## src/rtl/srev_pkg.sv

```systemverilog
// Shared types and constants for the stream group reverser.
package srev_pkg;

   localparam int MAX_GROUP_DEF = 64;  // default depth of the cell chain
   localparam int VALUE_W       = 32;  // element width
   localparam int GSIZE_W       = 7;   // group size register width

   // Shift command broadcast to every cell of the chain
   typedef logic [1:0] shift_mode_type;
   localparam shift_mode_type SHIFT_HOLD = 2'd0;
   localparam shift_mode_type SHIFT_UP   = 2'd1;  // toward the tail, cell 0 loads input
   localparam shift_mode_type SHIFT_DOWN = 2'd2;  // toward the head, head is popped

   // Result request from the controller to the output register
   typedef struct packed {
      logic valid;
      logic last;
      logic done;
      logic from_tail;  // 1: take the tail cell, 0: take the head cell
   } emit_type;

endpackage

```

## src/rtl/srev_cell.sv

```systemverilog
// One storage cell of the reversing chain.
module srev_cell (
   input  logic                            clock,
   input  srev_pkg::shift_mode_type        mode,
   input  logic [srev_pkg::VALUE_W-1:0]    from_lower,
   input  logic [srev_pkg::VALUE_W-1:0]    from_upper,
   output logic [srev_pkg::VALUE_W-1:0]    value_ff
);
   import srev_pkg::*;

   logic [VALUE_W-1:0] value_in;

   always_comb begin
      case (mode)
         SHIFT_UP:   value_in = from_lower;
         SHIFT_DOWN: value_in = from_upper;
         default:    value_in = value_ff;
      endcase
   end

   always_ff @(posedge clock) begin
      value_ff <= value_in;
   end

endmodule

```

## src/rtl/srev_ctrl.sv

```systemverilog
// Sequencer: group size register, fill count, drain and alignment counters.
module srev_ctrl #(
   parameter int MAX_GROUP = srev_pkg::MAX_GROUP_DEF
) (
   input  logic                            clock,
   input  logic                            reset,
   input  logic                            req_tvalid,
   input  logic                            req_tlast,
   output logic                            req_tready,
   input  logic                            csr_valid,
   input  logic [srev_pkg::GSIZE_W-1:0]    csr_wdata,
   output logic                            csr_ready,
   input  logic                            out_free,
   output srev_pkg::shift_mode_type        mode,
   output srev_pkg::emit_type              emit
);
   import srev_pkg::*;

   localparam int CW = $clog2(MAX_GROUP + 1);

   localparam logic [1:0] ST_ACCEPT = 2'd0;
   localparam logic [1:0] ST_LIFO   = 2'd1;
   localparam logic [1:0] ST_ALIGN  = 2'd2;
   localparam logic [1:0] ST_FIFO   = 2'd3;

   logic [1:0]         state_ff,  state_in;
   logic [CW-1:0]      fill_ff,   fill_in;
   logic [CW-1:0]      remain_ff, remain_in;
   logic [CW-1:0]      align_ff,  align_in;
   logic               end_ff,    end_in;
   logic [GSIZE_W-1:0] gsize_ff,  gsize_in;

   logic [CW-1:0]      eff_size;
   logic [CW-1:0]      next_fill;
   logic [CW-1:0]      gap;
   logic               accept;
   logic               is_last;

   // zero acts as one, anything above the chain depth saturates
   always_comb begin
      if (gsize_ff == '0) begin
         eff_size = CW'(1);
      end else if (gsize_ff > GSIZE_W'(MAX_GROUP)) begin
         eff_size = CW'(MAX_GROUP);
      end else begin
         eff_size = CW'(gsize_ff);
      end
   end

   assign csr_ready  = 1'b1;
   assign gsize_in   = (csr_valid && csr_ready) ? csr_wdata : gsize_ff;
   assign req_tready = (state_ff == ST_ACCEPT);
   assign accept     = req_tvalid && req_tready;
   assign next_fill  = fill_ff + CW'(1);
   assign gap        = CW'(MAX_GROUP) - next_fill;
   assign is_last    = (remain_ff == CW'(1));

   always_comb begin
      state_in  = state_ff;
      fill_in   = fill_ff;
      remain_in = remain_ff;
      align_in  = align_ff;
      end_in    = end_ff;
      mode      = SHIFT_HOLD;
      emit      = '0;
      case (state_ff)
         ST_ACCEPT: begin
            if (accept) begin
               mode = SHIFT_UP;
               if (next_fill >= eff_size) begin
                  remain_in = next_fill;
                  end_in    = req_tlast;
                  fill_in   = '0;
                  state_in  = ST_LIFO;
               end else if (req_tlast) begin
                  // partial group: move it to the tail, then drain oldest first
                  remain_in = next_fill;
                  end_in    = 1'b1;
                  fill_in   = '0;
                  align_in  = gap;
                  state_in  = (gap == '0) ? ST_FIFO : ST_ALIGN;
               end else begin
                  fill_in = next_fill;
               end
            end
         end
         ST_LIFO: begin
            if (out_free) begin
               mode           = SHIFT_DOWN;
               emit.valid     = 1'b1;
               emit.last      = is_last;
               emit.done      = is_last && end_ff;
               emit.from_tail = 1'b0;
               remain_in      = remain_ff - CW'(1);
               if (is_last) begin
                  state_in = ST_ACCEPT;
               end
            end
         end
         ST_ALIGN: begin
            mode     = SHIFT_UP;
            align_in = align_ff - CW'(1);
            if (align_ff == CW'(1)) begin
               state_in = ST_FIFO;
            end
         end
         ST_FIFO: begin
            if (out_free) begin
               mode           = SHIFT_UP;
               emit.valid     = 1'b1;
               emit.last      = is_last;
               emit.done      = is_last;
               emit.from_tail = 1'b1;
               remain_in      = remain_ff - CW'(1);
               if (is_last) begin
                  state_in = ST_ACCEPT;
               end
            end
         end
         default: begin
            state_in = ST_ACCEPT;
         end
      endcase
   end

   always_ff @(posedge clock) begin
      if (reset) begin
         state_ff  <= ST_ACCEPT;
         fill_ff   <= '0;
         remain_ff <= '0;
         align_ff  <= '0;
         end_ff    <= 1'b0;
         gsize_ff  <= GSIZE_W'(1);
      end else begin
         state_ff  <= state_in;
         fill_ff   <= fill_in;
         remain_ff <= remain_in;
         align_ff  <= align_in;
         end_ff    <= end_in;
         gsize_ff  <= gsize_in;
      end
   end

endmodule

```

## src/rtl/stream_group_reverser.sv

```systemverilog
// Top level: cell chain, sequencer and result register of the group reverser.
//
//  channel  direction  transaction payload
//  -------  ---------  ---------------------------------------------------------
//  req_*    in         tdata = item_value[31:0], tlast = list_end
//  rsp_*    out        tdata = out_value[31:0], tlast = run_last, tuser = list_done
//  csr_*    in         wdata = group_size[6:0]
//
//  Items enter one per cycle while a group fills, each into cell 0 as the chain
//  shifts toward the tail. A completed group of n drains newest first from
//  cell 0; a partial group of n at list end shifts up by MAX_GROUP-n cells to
//  reach the tail cell, then drains oldest first from the tail cell.
//  Input waits during a drain; a stalled result only holds the drain.
//  Synchronous reset empties the group and sets group_size to 1, not the cells.
module stream_group_reverser #(
   parameter int MAX_GROUP = srev_pkg::MAX_GROUP_DEF
) (
   input  logic                              clock,
   input  logic                              reset,
   // item_value[31:0]
   input  logic signed [srev_pkg::VALUE_W-1:0] req_tdata,
   input  logic                              req_tlast,
   input  logic                              req_tvalid,
   output logic                              req_tready,
   // out_value[31:0]
   output logic signed [srev_pkg::VALUE_W-1:0] rsp_tdata,
   output logic                              rsp_tlast,
   // list_done[0]
   output logic                              rsp_tuser,
   output logic                              rsp_tvalid,
   input  logic                              rsp_tready,
   input  logic                              csr_valid,
   output logic                              csr_ready,
   input  logic [srev_pkg::GSIZE_W-1:0]      csr_wdata
);
   import srev_pkg::*;

   shift_mode_type     mode;
   emit_type           emit;
   logic               out_free;
   logic [VALUE_W-1:0] cell_q [MAX_GROUP];

   logic               rsp_tvalid_ff, rsp_tvalid_in;
   logic [VALUE_W-1:0] rsp_data_ff,   rsp_data_in;
   logic               rsp_last_ff,   rsp_last_in;
   logic               rsp_done_ff,   rsp_done_in;

   // result register can take a new result when empty or being drained
   assign out_free = !rsp_tvalid_ff || rsp_tready;

   srev_ctrl #(
      .MAX_GROUP (MAX_GROUP)
   ) u_ctrl (
      .clock      (clock),
      .reset      (reset),
      .req_tvalid (req_tvalid),
      .req_tlast  (req_tlast),
      .req_tready (req_tready),
      .csr_valid  (csr_valid),
      .csr_wdata  (csr_wdata),
      .csr_ready  (csr_ready),
      .out_free   (out_free),
      .mode       (mode),
      .emit       (emit)
   );

   // cell 0 is the head (input side), cell MAX_GROUP-1 the tail
   for (genvar i = 0; i < MAX_GROUP; i++) begin : g_cell
      logic [VALUE_W-1:0] lower_d;
      logic [VALUE_W-1:0] upper_d;
      if (i == 0) begin : g_head
         assign lower_d = req_tdata;
      end else begin : g_mid_lo
         assign lower_d = cell_q[i-1];
      end
      if (i == MAX_GROUP - 1) begin : g_tail
         assign upper_d = cell_q[i];
      end else begin : g_mid_hi
         assign upper_d = cell_q[i+1];
      end
      srev_cell u_cell (
         .clock      (clock),
         .mode       (mode),
         .from_lower (lower_d),
         .from_upper (upper_d),
         .value_ff   (cell_q[i])
      );
   end

   always_comb begin
      rsp_tvalid_in = rsp_tvalid_ff;
      rsp_data_in   = rsp_data_ff;
      rsp_last_in   = rsp_last_ff;
      rsp_done_in   = rsp_done_ff;
      if (out_free) begin
         rsp_tvalid_in = emit.valid;
         rsp_data_in   = emit.from_tail ? cell_q[MAX_GROUP-1] : cell_q[0];
         rsp_last_in   = emit.last;
         rsp_done_in   = emit.done;
      end
   end

   always_ff @(posedge clock) begin
      if (reset) begin
         rsp_tvalid_ff <= 1'b0;
      end else begin
         rsp_tvalid_ff <= rsp_tvalid_in;
      end
   end

   always_ff @(posedge clock) begin
      rsp_data_ff <= rsp_data_in;
      rsp_last_ff <= rsp_last_in;
      rsp_done_ff <= rsp_done_in;
   end

   assign rsp_tvalid = rsp_tvalid_ff;
   assign rsp_tdata  = rsp_data_ff;
   assign rsp_tlast  = rsp_last_ff;
   assign rsp_tuser  = rsp_done_ff;

`ifndef SYNTHESIS
   // a result is only requested when the result register can take it
   a_emit_free: assert property (@(posedge clock) disable iff (reset)
      emit.valid |-> out_free)
      else $error("result requested while result register is full");

   // every drained result moves the chain
   a_emit_shift: assert property (@(posedge clock) disable iff (reset)
      emit.valid |-> (mode != SHIFT_HOLD))
      else $error("result drained without shifting the chain");

   // no new item is taken while a drain is pending
   a_no_accept_drain: assert property (@(posedge clock) disable iff (reset)
      emit.valid |-> !req_tready)
      else $error("input accepted during drain");

   // the end-of-list result always closes its run
   a_done_last: assert property (@(posedge clock) disable iff (reset)
      rsp_tvalid && rsp_tuser |-> rsp_tlast)
      else $error("list_done without run_last");
`endif

endmodule

```

## config.mk

```make
export PLATFORM = sky130hd
export DESIGN_NAME = stream_group_reverser
export DESIGN_NICKNAME = d
export VERILOG_FILES = /design/src/rtl/srev_pkg.sv /design/src/rtl/srev_cell.sv /design/src/rtl/srev_ctrl.sv /design/src/rtl/stream_group_reverser.sv
export SDC_FILE = /design/constraint.sdc
export NUM_CORES = 2
export LEC_CHECK = 0
export ABC_CLOCK_PERIOD_IN_PS = 85300
export BUFFER_PORTS_ARGS = -buffer_cell sky130_fd_sc_hd__buf_4
export CORE_ASPECT_RATIO = 1.75
export CORE_UTILIZATION = 60
export CTS_CLUSTER_SIZE = 24
export DETAILED_ROUTE_END_ITERATION = 10
export HOLD_SLACK_MARGIN = 0.15
export PLACE_DENSITY = 0.88
export SKIP_LAST_GASP = 1
export SLEW_MARGIN = 20
export SYNTH_ARGS = -nofsm -noshare
export SYNTH_HDL_FRONTEND = slang
export SYNTH_SLANG_ARGS = --single-unit
```

## constraint.sdc

```tcl
create_clock -name clock -period 85.3 [get_ports clock]
set_clock_uncertainty 0.1 [all_clocks]
set_input_delay 4.265 -clock clock [delete_from_list [all_inputs] [get_ports clock]]
set_output_delay 4.265 -clock clock [all_outputs]
set_load 0.005 [all_outputs]
```

==> results.md <==
- Fin crit period: 10.77 ns
- Port Buffers: 80
- Worst r2r dst: g_cell[20].u_cell.value_ff[19]
- DRT met1 WL: 57100 um
- Share of the synthesized area in the top cell type: 0.705
- Cell area after layout: 96500 um^2
- Max Freq: 92.9 MHz
- Synthesized area per cell: 19.2 um^2
- Hpwl dp: 83000 um
- Fin nets: 4740
- Slew at the pin closest to its max-slew limit: 1.15 ns
- Crit share post-route: 0.126
- Peak VDD IR: 0.0205 mV
- Hold_buf cts: 0
- GPL Wtd Cong: 0.773
- Top cells by area, synth: edfxtp_1 (70%), mux2_2 (26%), dfxtp_1 (0.72%)
- HP Class: flop to flop
- Clock Latency Late Sink: 0.79 ns
- Synth Instances: 4630
- DRC: 0
- Reg-to-reg startpoint: u_ctrl.state_ff[0]
- CTS root buf: clkbuf_16
- Hold slack: 0.332 ns
- EDFF count, synth: 2082
- Final setup viols: 0
- Sequential cell area: 63200 um^2
- H-tree lvl count: 4
- Max-cap violations: 0
- DR vias: 39800
- Ys async rst share: 0
- RSZ-0062 raised after global routing: no
- GR Overflow Total: 0
- Unique cell type count in the Yosys netlist: 55
- Pwr dens: 33.8 nW/um^2
- Static leakage: 31.8 nW
- Final Hold Fails: 0
- Max Root-Sink Buffers: 3
- Hold EP: g_cell[63].u_cell.value_ff[2]
- Post-synthesis register bit count: 2114
- Crit path kind: input port to flop
- Met2 wire len: 76000 um
- Worst reg2reg path depth: 12
- Total GRT Usage: 0.186
- Syn_nets: 4689
- Starting Density: 0.604
- TritonCTS Buffers: 169
- Core area: 147000 um^2
- Placed cell areas: 91100 um^2
- Top sig layer: met5
- DRT antenna net count: 0
- Met3 WL: 4990 um
- CP startpoint kind: input port
- First-pass GRT wire length: 226000 um
- Post-synthesis sequential area ratio: 0.712
- Status: finished clean
- Ports: 82
- CTS tree: yes
- Worst hold start: g_cell[62].u_cell.value_ff[2]
- Clock Sinks: 2114
- Hold Path Cell Cnt: 0
- Post-synth design cell area: 88700 um^2
- Synth area leader: edfxtp_1
- Die area: 149000 um^2
- Die span in y: 511 um
- Vias in the first global route: 41700
- First DRT Iteration DRCs: 3176
- Resize count post-CTS: 0
- Die X: 293 um
- Total negative slack: 0 ns
- Final WL: 141000 um
- Area grow syn2layout: 8.84%
- Largest net degree at the start of global routing: 222
- Pins Over Slew Limit: 0
- Worst EP required: 85.73 ns
- CP max FO: 148
- YS warnings: 0
- Worst-path clk slew: 0.07 ns
- Postcts setup bufs: 0
- Synth Flop Type: edfxtp_1
- Routed len/inst: 20.8 um
- CP Data Arrival Time: 11.20 ns
- Vias/cell: 5.87
- Layout cells sized above 1: 0.499
- Reg2reg setup slack: 77.47 ns
- Fillcell total: 8600
- Max_slew headroom: 0.231
- # rows: 186
- Initial antenna violation count: 7
- Multi-input combinational cell area: 24500 um^2
- Drt first pass iters: 5
- Worst Setup End Kind: flop
routing by layer:
| layer | up-vias | track usage |
|---|---|---|
| met4 | 6 | 0.0530 |
| met2 | 719 | 0.333 |
| met1 | 20500 | 0.236 |
| met5 | - | 0 |
| li1 | 18400 | - |
| met3 | 222 | 0.0259 |
cell type report:
class                      instances  share of cell area
antenna                            1           0.0000259
clock buffer                     205              0.0460
clock inverter                   100             0.00877
inverter                          12            0.000544
multi-input combinational       2260               0.253
sequential                      2114               0.654
tap                             1974              0.0256
timing repair buffer             124              0.0116
power by group:
part           total [mW]  leakage, nW  internal [mW]  switching (mW)
Clock               0.763         2.56          0.406           0.357
Sequential           1.93         20.7           1.72           0.211
Combinational       0.572         8.50          0.311           0.261
critical path, cell delays in order:
cell and delay (ns):
buf_4 0.11, nand2b_2 0.60, or2_2 0.50, o21a_1 0.16
inv_1 0.11, ha_4 0.67, buf_12 0.52, buf_12 0.38
buf_16 0.54, buf_4 0.84, buf_4 0.85, buf_4 0.84
mux2_2 0.43
how the worst max path moves through the flow:
stage / from / endpoint / slack, ns / cells after the start
4_1_cts: rsp_tready / g_cell[20].u_cell.value_ff[19] / 74.38 / 12
3_5_place_dp: rsp_tready / g_cell[20].u_cell.value_ff[19] / 73.60 / 12
2_1_floorplan: rsp_tready / g_cell[0].u_cell.value_ff[0] / 37.86 / 7
5_1_grt: rsp_tready / g_cell[45].u_cell.value_ff[14] / 74.16 / 13
6_report: rsp_tready / g_cell[20].u_cell.value_ff[19] / 74.53 / 13
3_3_place_gp: rsp_tready / g_cell[31].u_cell.value_ff[19] / 73.78 / 12
flip-flops by register name (all words and copies together) (netlist names):
| signal | cells |
|---|---|
| u_ctrl.gsize_ff | 7 |
| u_ctrl.state_ff | 2 |
| u_ctrl.fill_ff | 7 |
| rsp_tvalid | 1 |
| u_ctrl.remain_ff | 7 |
| rsp_tuser | 1 |
| u_ctrl.align_ff | 7 |
| u_ctrl.end_ff | 1 |
| g_cell.u_cell.value_ff | 2048 |
| rsp_tdata | 32 |
| rsp_tlast | 1 |
synthesized netlist by cell type, types with 2 or more instances:
cell and count:
edfxtp_1 2082, mux2_2 2037, buf_2 125, clkbuf_1 111
nor2_1 36, dfxtp_1 32, nand2_1 27, ha_1 14
a21oi_1 13, nand3_1 13, inv_1 11, mux2_1 11
xnor2_1 11, nor3_1 10, a31oi_1 8, mux2i_1 8
buf_1 7, a211oi_1 6, xor2_1 6, nor2b_1 4
o21ai_0 4, or3_1 4, a21o_1 3, and2_1 3
nand4_1 3, nand4b_1 3, nor3b_1 3, a211o_1 2
a41oi_1 2, and3_1 2, nand2b_1 2, nor4_1 2
o311ai_0 2, or2_2 2
stage by stage:
stage / setup WS (ns) / std cells / util / power (mW)
after floorplan: 37.86 / 4630 / - / 2.79
after global placement: 73.78 / 6479 / 0.620 / 2.44
after detailed placement: 73.60 / 6479 / 0.620 / 2.51
after CTS: 74.38 / 6784 / 0.656 / 3.29
after global routing: 74.16 / 6790 / 0.657 / 3.41
final: 74.53 / 6790 / 0.657 / 3.26
cells by family (layout without fill, tap and decap cells):
family / Yosys count / after routing / share of synthesized area
flip-flops: 2114 / 2114 / 0.712
buffers and inverters: 256 / 441 / 0.0126
multiplexers: 2056 / 2056 / 0.261
AND/OR/NAND/NOR: 119 / 119 / 0.00653
adder cells (fa/ha/maj): 14 / 14 / 0.00197
other: 1 / 2 / 0.0000423
XOR/XNOR: 17 / 17 / 0.00168
AO/OA/AOI/OAI: 53 / 53 / 0.00420
placed cells by master, fill, tap and decap left out, types with 7 or more instances in the layout:
cell,netlist,final
a21oi_1,13,13
a31oi_1,8,8
buf_12,0,7
buf_4,1,107
bufinv_16,0,11
clkbuf_1,111,32
clkbuf_16,0,172
clkinv_1,1,42
clkinv_2,0,25
clkinvlp_4,0,9
dfxtp_1,32,32
edfxtp_1,2082,2082
ha_1,14,12
inv_1,11,10
mux2_1,11,11
mux2_2,2037,2037
mux2i_1,8,8
nand2_1,27,27
nand3_1,13,12
nor2_1,36,36
nor3_1,10,10
xnor2_1,11,11
Note: power is estimated with default switching activity, not from simulation.
